File: src/design/plob_level_ram.sv
// ----------------------------------------------------------------------------
// plob_level_ram
// Level size table: one write port, two read ports with registered data.
// ----------------------------------------------------------------------------
module plob_level_ram #(
  parameter int DEPTH = 128,
  parameter int WIDTH = 31,
  localparam int AW = $clog2(DEPTH)
) (
  input  logic             clk,
  input  logic             en,
  input  logic             we,
  input  logic [AW-1:0]    waddr,
  input  logic [WIDTH-1:0] wdata,
  input  logic [AW-1:0]    raddr_a,
  input  logic [AW-1:0]    raddr_b,
  output logic [WIDTH-1:0] rdata_a,
  output logic [WIDTH-1:0] rdata_b
);

  logic [WIDTH-1:0] mem [DEPTH];

  // read before write, everything held while the pipeline is frozen
  always_ff @(posedge clk) begin
    if (en) begin
      if (we) begin
        mem[waddr] <= wdata;
      end
      rdata_a <= mem[raddr_a];
      rdata_b <= mem[raddr_b];
    end
  end

endmodule

File: config.mk
export PLATFORM = sky130hd
export DESIGN_NAME = plob_level_ram
export DESIGN_NICKNAME = d
export VERILOG_FILES = /design/src/design/plob_level_ram.sv
export SDC_FILE = /design/constraint.sdc
export NUM_CORES = 2
export LEC_CHECK = 0
export CAP_MARGIN = 0
export CORE_UTILIZATION = 45
export DETAILED_ROUTE_END_ITERATION = 8
export DONT_BUFFER_PORTS = 1
export PLACE_DENSITY = 0.65
export SYNTH_ARGS = -nofsm -noshare
export SYNTH_HDL_FRONTEND = slang
export SYNTH_SLANG_ARGS = --single-unit
File: constraint.sdc
create_clock -name clk -period 7.3 [get_ports clk]
set_clock_uncertainty 0.2 [all_clocks]
set_input_delay 0.365 -clock clk [delete_from_list [all_inputs] [get_ports clk]]
set_output_delay 0.365 -clock clk [all_outputs]
set_load 0.05 [all_outputs]
-- Word level (Yosys, flattened, before mapping)
Memories as Yosys holds them, arrays and structs flattened. A register that Yosys moved wholly into a read port is not among the register bits.
Cells that the tools add are included.
- register bits: 0
- latch bits: 0
- RAM bits: 3968
- ROM bits: 0
- bits of input ports: 55
- output and inout bits: 62
- logic and storage cells: 4
- memories: 1
- $add $sub $neg: 0
- $mul: 0
- divide/modulo/power cells: 0
- order comparisons: 0
- equality and inequality tests: 0
- shift-type cells: 0
- multiplexer cells: 3
- bitwise operators: 0
- reductions and logical operators: 0
- memories (memory ; words ; width ; rd ports ; clocked after memory_dff ; write ports ; line ; text):
    mem ; 128 ; 31 ; 2 ; 2 ; 1 ; 21 ; logic [WIDTH-1:0] mem [DEPTH];
- operator list (cell ; number):
    two-way mux 1 bit ; 3

-- Depth between registers and ports, before layout
- depth in word-level cells: 3
- gate-level depth with buffers: 7
- depth with buffers taken out: 4

-- Worst setup path after synthesis
OpenSTA, ideal clock, no wires.
- path type: input to register
- start point: in raddr_b[0]
- end point: reg rdata_b[0] (read register of mem) (data pin)
- library setup time: 0.260 ns
- arrival time: 2.856 ns
- required time: 6.840 ns
- path slack: 3.984 ns
- cell stages on the path: 6
- path buffers: 2
- path through: clkbuf_1 buf_1 mux4_2 mux4_2 mux4_2 mux2_2
- RTL lines (element ; line ; text):
    start, declared ; 16 ; input logic [AW-1:0] raddr_b,
    end, declared ; 18 ; output logic [WIDTH-1:0] rdata_b

==> results_dict.tcl <==
set metrics [dict create \
    hold_path_depth 3 \
    drive_above_1_share_pct 45.7 \
    multi_input_area_mm2 0.0610 \
    ys.flop_type "edfxtp_1" \
    grt_pass1_wl_mm 795 \
    place_congestion 0.823 \
    clock_path_buffers 4 \
    leakagePower_nw 61.8 \
    worst-endpoint-arrival_ns 5.60 \
    max_cap_viol_count 0 \
    worstRegToRegCells 6 \
    min_path_type "in -> reg" \
    cts_buffers 420 \
    fin_nets 7608 \
    cts-resized-gates 0 \
    critPathRequiredTime_ns 7.84 \
    syn_to_final_growth_pct 12.4 \
    fill_cells 30900 \
    worst_hold_slack_ns 0.0662 \
    period_minus_slack_ns 5.06 \
    async_flop_share_pct 0 \
    grt_use_total_pct 28.4 \
    postSynthRegisterBits 4030 \
    end_kind "register" \
    die_width_um 641 \
    cts_root_buf "clkbuf_16" \
    htreeDepth 5 \
    drtAntennaViolNets 0 \
    cp-start-kind "input port" \
    synth_nets 7518 \
    critPathKind "in -> reg" \
    path_max_fanout 188 \
    grt_max_degree 993 \
    dpl_cell_area_mm2 0.190 \
    synthTopCellsByArea "edfxtp_1 (66%), mux4_2 (32%), clkbuf_1 (0.67%)" \
    die_h_um 641 \
    r2r_slack_ns 3.46 \
    seqCellArea_mm2 0.121 \
    wl_per_cell_um 43.6 \
    outcome "finished with violations" \
    post-route-util_pct 50.8 \
    synthDistinctLibCells 18 \
    clock-sinks 4030 \
    antenna_found_initial 50 \
    ys_seq_area_share_pct 65.9 \
    portBuffers 0 \
    num_vias 94900 \
    core_mm2 0.406 \
    ir_drop_uv 200 \
    p_per_area_mw_per_mm2 249 \
    grt.overflow.total 0 \
    synth.yosys.warnings 0 \
    yosysMostFrequentCell "edfxtp_1" \
    final.period_utilization_pct 69.3 \
    worstMarginPinSlew_ns 1.71 \
    r2r-start "mem[87][10]" \
    drt_pre_antenna_iters 9 \
    dieArea_mm2 0.410 \
    setup_tns_ns 0 \
    post-place-ws_ns 1.36 \
    dp_hpwl_mm 282 \
    io-pin-count 117 \
    worstReg2RegEnd "rdata_a[10]" \
    clk_pin_slew_ns 0.06 \
    synth_area_mm2 0.184 \
    drtIter0Drc 14800 \
    drc_errors 12 \
    setup_violations 0 \
    slew_viol_final 147 \
    holdPathEnd "mem[83][17]" \
    synth_top_area_share_pct 65.9 \
    worstSkewPairLatency_ns 1.00 \
    start_util_pct 45.2 \
    synth_edf_count 4030 \
    synth_area_leader_cell "edfxtp_1" \
    via_per_inst 7.10 \
    rsz0062_at_grt "no" \
    grt_pass1_vias 96100 \
    violations "DRC, slew limit" \
    syn_inst 7463 \
    synthTopCellsByCount "edfxtp_1 (4,030), mux4_2 (2,604), clkbuf_1 (329)" \
    fmax_mhz 198 \
    design_area_mm2 0.206 \
    cts_tree "done" \
    avgSynthCellArea_um2 24.6 \
    setup_ws_ns 2.24 \
    std_cell_rows 234 \
    hold_viol 0 \
    slew_headroom_pct -13.8 \
    min_from "waddr[0]" \
    drt-total-wl_mm 583 \
]
-- critical path, stage by stage --
cell and delay [ns]:
buf_16 0.55, buf_16 0.57, buf_16 0.61, buf_16 0.62, mux4_2 0.43, mux4_2 0.54, mux4_2 0.65, mux2_2 0.31
-- flip-flops by register name, summed over array words and instances, names as in the netlist --
| signal | cells |
|---|---|
| mem | 3968 |
| rdata_b | 31 |
| rdata_a | 31 |
-- area by class of cell --
cell class / instances / area share (%)
diodes: 37 / 0.0449
repair buffers: 266 / 1.72
inverters: 1 / 0.00182
well taps: 5428 / 3.29
clock buffers: 509 / 5.35
clock inverters: 254 / 1.33
flip-flops and latches: 4030 / 58.7
multi-input cells: 2834 / 29.6
-- worst max-delay path by stage --
stage                     depth (start not counted)  slack (ns)        from         end
after floorplan                                   6        3.98  raddr_b[0]  rdata_b[0]
after global placement                            8        1.43  raddr_a[0]  rdata_a[3]
after detailed placement                          8        1.36  raddr_a[0]  rdata_a[3]
after CTS                                         8        2.41  raddr_a[0]  rdata_a[3]
after global routing                              8        2.01  raddr_a[0]  rdata_a[1]
final                                             8        2.24  raddr_a[2]  rdata_a[0]
-- power by group --
group | switching (mW) | total, mW | internal [mW] | leakage (nW)
registers | 0.222 | 25.8 | 25.6 | 36.3
logic | 1.93 | 3.71 | 1.78 | 18.9
clock network | 9.21 | 21.8 | 12.6 | 6.72
total | 11.4 | 51.3 | 40.0 | 61.8
-- kinds of logic after synthesis --
kind of cell           count (synthesis)  synth area share (%)
buffers and inverters                599                  1.35
flip-flops                          4030                  65.9
multiplexers                        2666                  32.3
AND/OR/NAND/NOR                      168                 0.385
-- per-stage QoR --
| step | instances | power (mW) |
|---|---|---|
| after floorplan | 7463 | 28.6 |
| after global placement | 12500 | 29.1 |
| after detailed placement | 12500 | 29.1 |
| after CTS | 13300 | 51.2 |
| after global routing | 13300 | 52.4 |
| final | 13400 | 51.3 |
-- placed cells by master (no fill, tap or decap), types with 9 or more instances in the layout --
master         Yosys  routed
clkinvlp_4         0      15
diode_2            0      37
dlygate4sd3_1      0      51
mux4_2          2604    2604
buf_4              0     142
clkinv_2           0      76
clkinv_1           0      86
buf_16             0      68
nor2_4             0     128
edfxtp_1        4030    4030
clkbuf_1         329      80
clkbuf_16          0     429
nand2_1            9       9
bufinv_16          0      53
mux2_2            62      62
-- routing by layer --
metal / track usage, % / vias up / part of all wire [%] / wire length (um)
met5: 0.213 / - / 0.033 / 195
met4: 14.5 / 14 / 6.0 / 35000
met3: 7.84 / 1284 / 12 / 72800
met2: 43.9 / 6831 / 47 / 275000
met1: 37.1 / 52200 / 34 / 200000
li1: - / 34600 / - / -
-- timing repair --
action                     4_1_cts  5_1_grt
setup buffers                    0        0
hold endpoints to repair      4260        8
setup endpoints to repair        0        0
hold buffers                    90        4
No activity file was read; power rests on OpenSTA's default activity.
