**src/design/plob_pkg.sv**
```systemverilog
// ----------------------------------------------------------------------------
// plob_pkg
// Shared codes and fixed widths for the price level order book.
// ----------------------------------------------------------------------------
package plob_pkg;

  // fixed field widths of the words on the ports
  localparam int PRICE_W    = 7;
  localparam int AMOUNT_W   = 32;
  localparam int OUT_SIZE_W = 31;

  // action codes
  localparam logic ACT_SET = 1'b0;
  localparam logic ACT_ADD = 1'b1;

  // side codes
  localparam logic SIDE_BID = 1'b0;
  localparam logic SIDE_ASK = 1'b1;

  // leaf group width of the best level search tree
  localparam int FIND_GRP   = 8;
  localparam int FIND_GRP_W = 3;

endpackage

```
**src/design/plob_best_find.sv**
```systemverilog
// ----------------------------------------------------------------------------
// plob_best_find
// Two level registered search for the highest or lowest set occupancy flag.
// ----------------------------------------------------------------------------
module plob_best_find
  import plob_pkg::*;
#(
  parameter int LEVELS = 128,
  parameter bit FIND_HIGH = 1'b1,
  localparam int IDX_W = $clog2(LEVELS)
) (
  input  logic              clk,
  input  logic              en,
  input  logic [LEVELS-1:0] occ,
  output logic              found,
  output logic [IDX_W-1:0]  idx
);

  localparam int NG  = (LEVELS + FIND_GRP - 1) / FIND_GRP;
  localparam int NGW = (NG > 1) ? $clog2(NG) : 1;

  logic [NG*FIND_GRP-1:0]  occ_pad;
  logic [NG-1:0]           grp_any;
  logic [NG-1:0]           grp_any_next;
  logic [FIND_GRP_W-1:0]   grp_loc      [NG];
  logic [FIND_GRP_W-1:0]   grp_loc_next [NG];
  logic [NGW-1:0]          sel_g;
  logic [FIND_GRP_W-1:0]   sel_loc;
  logic [NGW+FIND_GRP_W-1:0] sel_full;

  assign occ_pad = (NG * FIND_GRP)'(occ);

  // leaf groups: any flag and best position inside each group
  always_comb begin
    for (int g = 0; g < NG; g++) begin
      grp_any_next[g] = |occ_pad[g*FIND_GRP +: FIND_GRP];
      grp_loc_next[g] = '0;
      if (FIND_HIGH) begin
        for (int b = 0; b < FIND_GRP; b++) begin
          if (occ_pad[g*FIND_GRP + b]) grp_loc_next[g] = FIND_GRP_W'(b);
        end
      end else begin
        for (int b = FIND_GRP - 1; b >= 0; b--) begin
          if (occ_pad[g*FIND_GRP + b]) grp_loc_next[g] = FIND_GRP_W'(b);
        end
      end
    end
  end

  always_ff @(posedge clk) begin
    if (en) begin
      grp_any <= grp_any_next;
      for (int g = 0; g < NG; g++) begin
        grp_loc[g] <= grp_loc_next[g];
      end
    end
  end

  // root: pick the best non-empty group
  always_comb begin
    sel_g   = '0;
    sel_loc = '0;
    if (FIND_HIGH) begin
      for (int g = 0; g < NG; g++) begin
        if (grp_any[g]) begin
          sel_g   = NGW'(g);
          sel_loc = grp_loc[g];
        end
      end
    end else begin
      for (int g = NG - 1; g >= 0; g--) begin
        if (grp_any[g]) begin
          sel_g   = NGW'(g);
          sel_loc = grp_loc[g];
        end
      end
    end
  end

  assign sel_full = {sel_g, sel_loc};
  assign found    = |grp_any;
  assign idx      = IDX_W'(sel_full);

endmodule
```
**config.mk**
```make
export PLATFORM = sky130hd
export DESIGN_NAME = plob_best_find
export DESIGN_NICKNAME = d
export VERILOG_FILES = /design/src/design/plob_pkg.sv /design/src/design/plob_best_find.sv
export SDC_FILE = /design/constraint.sdc
export NUM_CORES = 1
export LEC_CHECK = 0
export BUFFER_PORTS_ARGS = -buffer_cell sky130_fd_sc_hd__buf_4
export CAP_MARGIN = 20
export CORE_MARGIN = 5
export CORE_UTILIZATION = 50
export CTS_BUF_LIST = sky130_fd_sc_hd__clkbuf_4
export DETAILED_ROUTE_END_ITERATION = 10
export GPL_TIMING_DRIVEN = 0
export PLACE_DENSITY = 0.83
export SYNTH_ARGS = -nofsm -noshare
export SYNTH_HDL_FRONTEND = slang
export SYNTH_SLANG_ARGS = --single-unit
export TNS_END_PERCENT = 1
```
**constraint.sdc**
```tcl
create_clock -name clk -period 3.3 [get_ports clk]
set_input_delay 0.33 -clock clk [delete_from_list [all_inputs] [get_ports clk]]
set_output_delay 0.33 -clock clk [all_outputs]
set_load 0.02 [all_outputs]
```
-- Word level (Yosys, flattened, before mapping)
Memory sizes are Yosys's and may differ from the RTL's.
Index checks and enable logic that the tools add are counted.
- register bits after elaboration: 16
- memory bits (writable): 48
- input port bits: 130
- output and inout bits: 8
- logic and storage cells: 164
- memories kept: 1
- memories (memory ; depth ; width ; read ports ; clocked after Yosys merged registers in ; wr ports ; line ; source):
    grp_loc ; 16 ; 3 ; 16 ; 0 ; 16 ; plob_best_find.sv:25 ; logic [FIND_GRP_W-1:0] grp_loc [NG];
- muxes and demuxes: 145
- reductions and logical operators: 17
- operator list (cell ; count):
    3-bit two-way mux ; 112
    8-bit OR reduction ; 16
    4-bit two-way mux ; 14
    1-bit two-way mux ; 19
    16-bit OR reduction ; 1

-- Longest topological paths before layout
An unclocked memory read counts as a cell.
- depth after elaboration: 17
- gate-level depth with buffers: 5
- mapped depth without buffers: 5

-- Least setup slack after synthesis
Ideal clock, no wire load.
- kind: reg2out
- start: reg grp_any[3]
- end: out idx[0]
- arrival: 1.463 ns
- required time: 2.970 ns
- path slack: 1.507 ns
- stages on the path, launching flop included: 6
- buffers on the path: 0
- cell sequence: edfxtp_1 > nor4b_4 > a32oi_1 > a21oi_1 > o21ai_1 > a21oi_1
- longest elaborated chain between the ends: 13
- ends and longest elaborated chain (element ; line ; source):
    start: declaration ; plob_best_find.sv:23 ; logic [NG-1:0] grp_any;
    start signal: assignment ; plob_best_find.sv:52 ; grp_any <= grp_any_next;
    3-bit two-way mux (13 in series) ; plob_best_find.sv:65 ; if (grp_any[g]) begin
    end: declaration ; plob_best_find.sv:16 ; output logic [IDX_W-1:0] idx
Every way passes these cells.

-- Worst setup path in the final report
Ends and elaborated chain as after synthesis.

==> flow_summary.ini <==
[clock_network]
postCtsSetupBuffers = 0
cts_resized = 0
cts_root_buf = clkbuf_4
cts_buffer_depth = 2
cts_tree = built
cts.sinks = 64
hold_buffers = 0
clk_pin_slew_ns = 0.10
htree_levels = 3
cts_buffers = 9

[global_routing]
grt.total_usage_pct = 20.0
grt_first_pass_wirelength_um = 13700
globalRouteOverflowTotal = 0
grt_pass1_vias = 3115
grt_antenna_before_repair = 0
grt_max_degree = 65

[yosys]
yosysSeqAreaShare_pct = 57.5
synth_edf_count = 64
ys_warn_count = 0
synthDistinctLibCells = 28
synth.ff_latch_count = 64
synthesis.nets = 472
netlist_area_um2 = 3340
syn_area_per_cell_um2 = 9.77
postSynth.asyncResetShare_pct = 0
synth_cells = 342
ys.flop_type = edfxtp_1

[timing]
rsz0062_at_grt = no
min_period_ns = 2.37
final_hold_viol_count = 0
fmax_mhz = 422
drv_slew = 0
relSlewSlack_pct = 47.1
setup_violations = 0
finalCritPeriodShare_pct = 71.8
finalSetupTns_ns = 0
tightest_slew_ns = 0.793

[status]
status = complete, no violations

[power]
combinationalPowerShare_pct = 17.7
pwr-share-seq_pct = 57.8
p_leak_nw = 1.91
cellPowerDensity_nw_per_um2 = 373
p_int_mw = 1.28
ir_worst_vdd_v = 0.000200
switchingPower_uw = 424
switching_share_pct = 24.8
clockPowerShare_pct = 24.6

[layout]
drive_above_1_share_pct = 31.9
antennaDiodeCount = 0
synthToLayoutAreaGrowth_pct = 36.9
fillers = 493
nets = 620
final_cells = 572

[route]
vias = 3124
drc = 0
viasPerCell = 5.46
ant_nets = 0
wl_um = 8420
drt_iter0_drc = 128
wl_per_cell_um = 14.7
firstDrtPassIters = 5

[worst_setup_path]
crit_type = reg2out
start_kind = flip-flop
path_max_fanout = 8
worst_ep_arrival_time_ns = 2.04
required_ns = 2.97
critPathCaptureType = output pin
crit_start = grp_any[3]

[die]
die_h_um = 91.7
die_area_um2 = 8420
core-area_um2 = 6420
start_util_pct = 52.0
die_w_um = 91.7
num_rows = 29
io-pin-count = 138

[place]
place_congestion = 0.833
port_buffers = 137
place_inst = 556
place_hpwl_um = 7110

[min_path]
hold_class = in2reg
hp-start = occ[31]

[run]
max-cap-violations = 0
through the flow:
| stage | power [mW] | area (µm²) | utilization, % | setup WS, ns | hold WS, ns |
|---|---|---|---|---|---|
| final | 1.71 | 4570 | 71.2 | 0.930 | 0.223 |
| after CTS | 1.72 | 4570 | 71.2 | 0.918 | 0.200 |
| after detailed placement | 1.31 | 4470 | 69.5 | 1.35 | 0.613 |
| after floorplan | 1.11 | 3340 | - | 1.51 | 0.442 |
| after global routing | 1.80 | 4570 | 71.2 | 0.755 | 0.207 |
| after global placement | 1.29 | 4470 | 69.5 | 1.37 | 0.611 |
registers in the layout (all words and copies together) (netlist names):
signal / cells
grp_loc: 48
grp_any: 16
cell type report:
cell class	count	area, µm²	area share (%)
clock buffers	11	82.6	1.81
plain buffers	2	7.51	0.164
well taps	77	96.3	2.11
multi-input cells	256	1340	29.2
clock inverters	5	23.8	0.520
flip-flops and latches	64	1920	42.0
repair buffers	137	1030	22.5
inverters	20	75.1	1.64
placed cells by master (no fill, tap or decap), drive strengths merged:
cell    count
o21bai     17
or2         2
nand2b      4
nor4        2
nand4      17
inv        20
o221ai      3
o21ai      19
a211oi      2
buf       137
a21oi      26
o211ai      1
o221a       3
nor2b       4
nor2      106
clkinv      5
a221o       6
nor4b       1
or3         1
nand2      23
a32oi       3
a221oi      3
a22oi       3
edfxtp     64
o31ai       6
nor3        4
clkbuf     13
cells by family after synthesis:
family          synth area share [%]
flops                           57.5
buf+inv                         2.47
compound gates                  18.4
simple gates                    21.6
cell usage after synthesis, drive strengths merged, types with 4 or more instances:
master,count,area (µm²)
nand4,17,106
nor2,106,400
nor2b,4,27.5
a21oi,26,130
nor3,4,20.0
inv,20,75.1
nand2b,4,25.0
nand2,23,86.3
a221o,6,60.1
o21bai,17,128
o31ai,6,45.0
o21ai,19,95.1
edfxtp,64,1920
worst max-delay path, stage by stage, from the launching register on:
cell      delay, ns
edfxtp_1       0.56
nor4b_4        0.39
a32oi_1        0.09
a21oi_1        0.21
o21ai_1        0.10
a21oi_1        0.15
buf_4          0.17
metal layers:
metal	vias up	wire, µm	global-route usage, %
li1	1568	-	-
met1	1436	3120	22.7
met2	108	4570	36.6
met3	12	561	4.26
met4	0	170	8.04
met5	-	0	0
path summary, 6_finish.rpt:
kind | to | slack [ns] | cells after the start
setup / recovery | idx[0] | 0.93 | 6
hold / removal | grp_loc[0][9] | 0.22 | 2
power by group through the flow:
stage / Clock [mW] / Combinational, mW / Sequential [mW]
finish: 0.419 / 0.301 / 0.987
global route: 0.471 / 0.333 / 0.992
CTS: 0.426 / 0.303 / 0.987
detailed placement: 0 / 0.303 / 1.01
global placement: 0 / 0.290 / 1.00
floorplan: 0 / 0.117 / 0.994
Note: power is estimated with default switching activity, not from simulation.
