[src/design/plob_pkg.sv]
// ----------------------------------------------------------------------------
// plob_pkg
// Shared codes and fixed widths for the price level order book.
// ----------------------------------------------------------------------------
package plob_pkg;

  // fixed field widths of the words on the ports
  localparam int PRICE_W    = 7;
  localparam int AMOUNT_W   = 32;
  localparam int OUT_SIZE_W = 31;

  // action codes
  localparam logic ACT_SET = 1'b0;
  localparam logic ACT_ADD = 1'b1;

  // side codes
  localparam logic SIDE_BID = 1'b0;
  localparam logic SIDE_ASK = 1'b1;

  // leaf group width of the best level search tree
  localparam int FIND_GRP   = 8;
  localparam int FIND_GRP_W = 3;

endpackage

[src/design/plob_update.sv]
// ----------------------------------------------------------------------------
// plob_update
// New level size from the old size and a set or signed delta, saturating.
// ----------------------------------------------------------------------------
module plob_update
  import plob_pkg::*;
#(
  parameter int SIZE_BITS = 31
) (
  input  logic                       action,
  input  logic signed [AMOUNT_W-1:0] amount,
  input  logic [SIZE_BITS-1:0]       old_size,
  output logic [SIZE_BITS-1:0]       upd_size
);

  localparam int SUM_W = ((SIZE_BITS > AMOUNT_W) ? SIZE_BITS : AMOUNT_W) + 1;
  localparam logic [SUM_W-1:0] SIZE_MAX =
    {{(SUM_W - SIZE_BITS){1'b0}}, {SIZE_BITS{1'b1}}};

  logic               neg;
  logic [AMOUNT_W:0]  raw_ext;
  logic [AMOUNT_W:0]  mag;
  logic [SUM_W-1:0]   mag_w;
  logic [SUM_W-1:0]   old_w;
  logic [SUM_W-1:0]   sum;
  logic [SUM_W-1:0]   diff;
  logic [SUM_W-1:0]   result;

  // magnitude of the two's complement amount
  assign neg     = amount[AMOUNT_W-1];
  assign raw_ext = {1'b0, amount};
  assign mag     = neg ? ((AMOUNT_W + 1)'(1) << AMOUNT_W) - raw_ext : raw_ext;
  assign mag_w   = SUM_W'(mag);
  assign old_w   = SUM_W'(old_size);
  assign sum     = old_w + mag_w;
  assign diff    = old_w - mag_w;

  // set clamps to the size range, delta adds or removes
  always_comb begin
    if (action == ACT_SET) begin
      if (neg || (mag == '0)) begin
        result = '0;
      end else begin
        result = (mag_w > SIZE_MAX) ? SIZE_MAX : mag_w;
      end
    end else if (neg) begin
      result = (mag_w >= old_w) ? '0 : diff;
    end else begin
      result = (sum > SIZE_MAX) ? SIZE_MAX : sum;
    end
  end

  assign upd_size = SIZE_BITS'(result);

endmodule

[config.mk]
export PLATFORM = sky130hd
export DESIGN_NAME = plob_update
export DESIGN_NICKNAME = d
export VERILOG_FILES = /design/src/design/plob_pkg.sv /design/src/design/plob_update.sv
export SDC_FILE = /design/constraint.sdc
export NUM_CORES = 1
export LEC_CHECK = 0
export BUFFER_PORTS_ARGS = -buffer_cell sky130_fd_sc_hd__buf_2
export CAP_MARGIN = 15
export CORE_MARGIN = 4
export CORE_UTILIZATION = 40
export DETAILED_ROUTE_END_ITERATION = 10
export MAX_ROUTING_LAYER = met4
export PLACE_DENSITY = 0.66
export SYNTH_ARGS = -nofsm -noshare
export SYNTH_HDL_FRONTEND = slang
export SYNTH_SLANG_ARGS = --single-unit
[constraint.sdc]
create_clock -name vclk -period 5.9
set_input_delay 0.885 -clock vclk [all_inputs]
set_output_delay 0.885 -clock vclk [all_outputs]
set_load 0.005 [all_outputs]
# Word level (Yosys, flattened, before mapping)

Index checks and enable logic that the tools add are counted.

Register bits after elaboration: 0
Output and inout port bits: 31

$add $sub $neg: 3
Magnitude comparators: 3
Muxes and demuxes: 7
Reductions and logical operators: 2

Operator list:

| kind                                                                              | number |
|---|---|
| 31-bit 2-to-1 mux                                                                 | 6 |
| 33-bit by 31-bit greater-than comparator with 1-bit output, second input constant | 2 |
| 31-bit by 33-bit adder with 33-bit output                                         | 1 |
| 33-bit by 31-bit greater-or-equal comparator with 1-bit output                    | 1 |
| 33-bit logical NOT                                                                | 1 |
| 33-bit 2-to-1 mux                                                                 | 1 |
| 33-bit by 32-bit subtractor with 33-bit output, first input constant              | 1 |
| 31-bit subtractor                                                                 | 1 |
| 1-bit logical OR                                                                  | 1 |

# Logic depth before layout (Yosys ltp)

Word-level depth: 7
Depth in mapped cells: 18
Mapped depth without buffers: 16

# Least setup slack after synthesis

Ideal clock, no wire load.

Path kind: input to output
Start: input amount[13]
End: output upd_size[3]
Data arrival time: 5170 ps
Data required time: 5015 ps
Setup slack: -155 ps
Stages: 14
Path buffers: 2
Path through: or4_4 or3_1 buf_6 or4_4 nand2_1 xnor2_1 ha_1 clkbuf_1 or4_1 or4b_2 o21ai_1 nor2_2 a221o_1 nand2_1

Longest elaborated chain between the ends: 7
Elaborated cells between the ends (all ways): 14

Ends and longest elaborated chain:

| what                                                       | line              | RTL |
|---|---|---|
| start, declared                                            | plob_update.sv:11 | `input logic signed [AMOUNT_W-1:0] amount,` |
| 33-bit by 32-bit subtractor with 33-bit output             | plob_update.sv:32 | `assign mag = neg ? ((AMOUNT_W + 1)'(1) << AMOUNT_W) - raw_ext : raw_ext;` |
| 33-bit 2-to-1 mux (*)                                      | plob_update.sv:32 |  |
| 31-bit by 33-bit adder with 33-bit output                  | plob_update.sv:35 | `assign sum = old_w + mag_w;` |
| 33-bit by 31-bit greater-than comparator with 1-bit output | plob_update.sv:49 | `result = (sum > SIZE_MAX) ? SIZE_MAX : sum;` |
| 31-bit 2-to-1 mux                                          | plob_update.sv:49 |  |
| 31-bit 2-to-1 mux                                          | plob_update.sv:46 | `end else if (neg) begin` |
| 31-bit 2-to-1 mux (*)                                      | plob_update.sv:40 | `if (action == ACT_SET) begin` |
| end, declared                                              | plob_update.sv:13 | `output logic [SIZE_BITS-1:0] upd_size` |

Mark *: on every way between the ends. The rest lies on a longest branch, timed or not.

# Final worst setup path

Start: input amount[12]
End: output upd_size[30]

Same word-level chain as after synthesis.

==> metrics.md <==
| Metric | Value |
|---|---|
| Outcome | `finished with violations` |
| Failing checks | `setup timing` |
| Setup crit start kind | `input port` |
| Final period util | `102%` |
| First-pass GRT wire length | `37.4 mm` |
| Hold path startpoint | `amount[0]` |
| Slew at the pin closest to its max-slew limit | `between 800 and 900 ps` |
| Pins Over Slew Limit | `0` |
| Synth Area per Inst | `6.72 sq um` |
| Cell variety after synth | `81` |
| Final WS setup | `-118 ps` |
| Synthesized instance count | `872` |
| Post-layout nets | `1265` |
| # setup viols final | `12` |
| GPL Wtd Cong | `1.02` |
| Row count | `43` |
| CP Capture Type | `output pin` |
| First-pass detailed-route iteration total | `5` |
| Fraction of layout cells with a size suffix above 1 | `about a third` |
| Total grt overflow | `0` |
| Sequential fraction of the synthesis area | `0%` |
| RSZ-0062 raised after global routing | `yes` |
| Final hold violation count | `0` |
| Largest net degree at the start of global routing | `30` |
| Die Height | `129 um` |
| Peak per-stage delay on the critical path | `570 ps` |
| Syn Nets | `1031` |
| Top cells by area, synth | `ha_1 (20%), xnor2_1 (7.9%), o21ai_0 (6.7%)` |
| Area Growth Syn to Fin | `40.4%` |
| Final wirelength | `24.7 mm` |
| Worst path cell trace | `buf_6, or4_4, buf_6, or3_4, or4_4, nand2_4, xnor2_2, ha_1, or4_4, or4b_4, o21ai_4, buf_12, nor2_1, mux2_2, o221ai_2, buf_2` |
| Layout clock buffer count | `0` |
| Commonest non-fill, non-tap cell in the layout | `buf_4` |
| GRT Total Usage | `roughly 29%` |
| Top cell type by total area after synthesis | `ha_1` |
| Peak supply drop | `0.0000751 V` |
| Initial drt markers | `between 700 and 800` |
| CP max stage cell | `or4b_4` |
| Hold buffer count at CTS | `0` |
| Storage element area | `0 sq um` |
| Largest family of logic cells by synthesized area | `compound AO/OA/AOI/OAI gates` |
| Final instance area | `approximately 8200 sq um` |
| TNS Setup | `-469 ps` |
| Chip width | `~130 um` |
| Vias | `7661` |
| FMAX | `166 MHz` |
| CP dominant cell by count | `or4_4` |
| Die area | `between 15000 and 20000 sq um` |
| Detail Placement HPWL | `19.8 mm` |
| IO Port Bufs | `95` |
| Initial core utilization | `41.6%` |
| Post-Synth XOR/XNOR Area | `10.9%` |
| Multiplexer share of the synthesized area | `0.918%` |
| Share of the synthesized area in the top cell type | `19.9%` |
| Post-Synth Simple-Gate Area | `a little under a quarter` |
| Max_slew headroom | `43.6%` |
| Syn. warnings | `0` |
| Pleak | `0.00391 uW` |
| Pwr dens | `149 nW/um^2` |
| Post-synthesis compound-gate area fraction | `~34%` |
| Endpoint, Worst Hold | `upd_size[0]` |
| Max FO, Critical Path | `6` |
| Final Critical Period | `6020 ps` |
| Antenna viol nets, final | `0` |
| Core ar. | `14100 sq um` |
| CP arrival | `5130 ps` |
| FF+latch count | `0` |
| Critical path class | `input port to output pin` |
| Max-cap violation count | `0` |
| Worst hold stages | `4` |
| Commonest cells after routing, fill and taps aside | `buf_4 (167), inv_1 (94), buf_2 (93), ha_1 (87), a21oi_1 (64)` |
| Post-DR vias/cell | `between 5 and 6` |
| WL/cell | `~19 um` |
| Mapped Area | `5860 sq um` |
| Req. time, crit path | `5020 ps` |
| Initial antenna violation count | `0` |
| Placed Area | `7580 sq um` |
| Number of global-route vias before repair | `approximately 7200` |
| Kind of path behind the tightest hold check | `input port to output pin` |
| Boundary Pins | `95` |
| DRC Markers | `0` |
| Inserted Diodes | `0` |
| Synthesized-area fraction occupied by adder cells | `between 20% and 30%` |
[power breakdown]
group	total, uW	switching, uW	internal, uW
Combinational	1230	669	557
Sequential	0	0	0
Clock	0	0	0
[Yosys cell counts, drive strengths merged (6+ instances only)]
cell type and number:
a21oi 71, o31ai 22, xnor2 53, a211oi 11
nor4 10, nand3 14, xor2 20, o21ai 82
nand2 62, or4 11, ha 93, clkbuf 39
o31a 6, inv 95, nor2b 12, a32o 7
a21o 12, nor3 23, nor2 65, nand4 12
a31oi 9, buf 6, o21a 7, o211ai 15
nand2b 17, or3 10
[through the flow]
stage | util [%] | worst slack [ps] | power, uW | cells | hold slack, ps
final | 58.4 | -118 | 1230 | 1284 | 2160
after global routing | 58.4 | -187 | 1310 | 1284 | 2190
after CTS | 54.4 | -51.1 | 1100 | 1273 | 2160
after detailed placement | 53.8 | -307 | 1080 | 1269 | 2160
after global placement | 53.8 | -291 | 1080 | 1269 | 2160
after floorplan | - | 35.8 | 629 | 872 | 1900
[cell families (layout without fill, tap and decap cells)]
family	count (synthesis)	after routing
simple gates	258	258
xor+xnor	73	73
fa+ha+maj	95	95
mux	5	5
buf+inv	143	375
compound gates	298	298
[metal layers]
metal  wire length (um)  up-vias  share of wire [%]  global-route usage (%)
li1                   -     3603                  -                       -
met1              10500     3522                 43                    39.1
met2              10900      453                 44                    43.4
met3               2290       83                9.3                    3.17
met4                994        0                4.0                    10.0
met5                  0        -                  0                       -
[final cells by class]
| cell class | instances | area, sq um |
|---|---|---|
| timing repair buffer | 279 | 1940 |
| fill | 1360 | 5870 |
| inverter | 96 | 360 |
| multi-input combinational | 729 | 5700 |
| tap | 180 | 225 |
[worst max-delay path: cells and delay by family]
| family | cells | cell delay, ps |
|---|---|---|
| and+or+nand+nor | 7 | 2660 |
| buffers and inverters | 4 | 550 |
| AOI/OAI and AO/OA | 2 | 370 |
| adders and majority gates | 1 | 330 |
| muxes | 1 | 260 |
| xor gates and xnor gates | 1 | 70 |
[worst max path at each step]
stage / to / startpoint
6_report: upd_size[30] / amount[12]
5_1_grt: upd_size[30] / amount[12]
4_1_cts: upd_size[22] / amount[13]
3_5_place_dp: upd_size[30] / amount[13]
3_3_place_gp: upd_size[30] / amount[13]
2_1_floorplan: upd_size[30] / amount[13]
[timing repair]
action / 4_1_cts / 5_1_grt
gates cloned: 0 / 0
setup buffers: 4 / 12
gates resized for setup: 14 / 109
endpoints found under the setup margin: 31 / 31
pin swaps: 7 / 45
No activity file was read; power rests on OpenSTA's default activity.
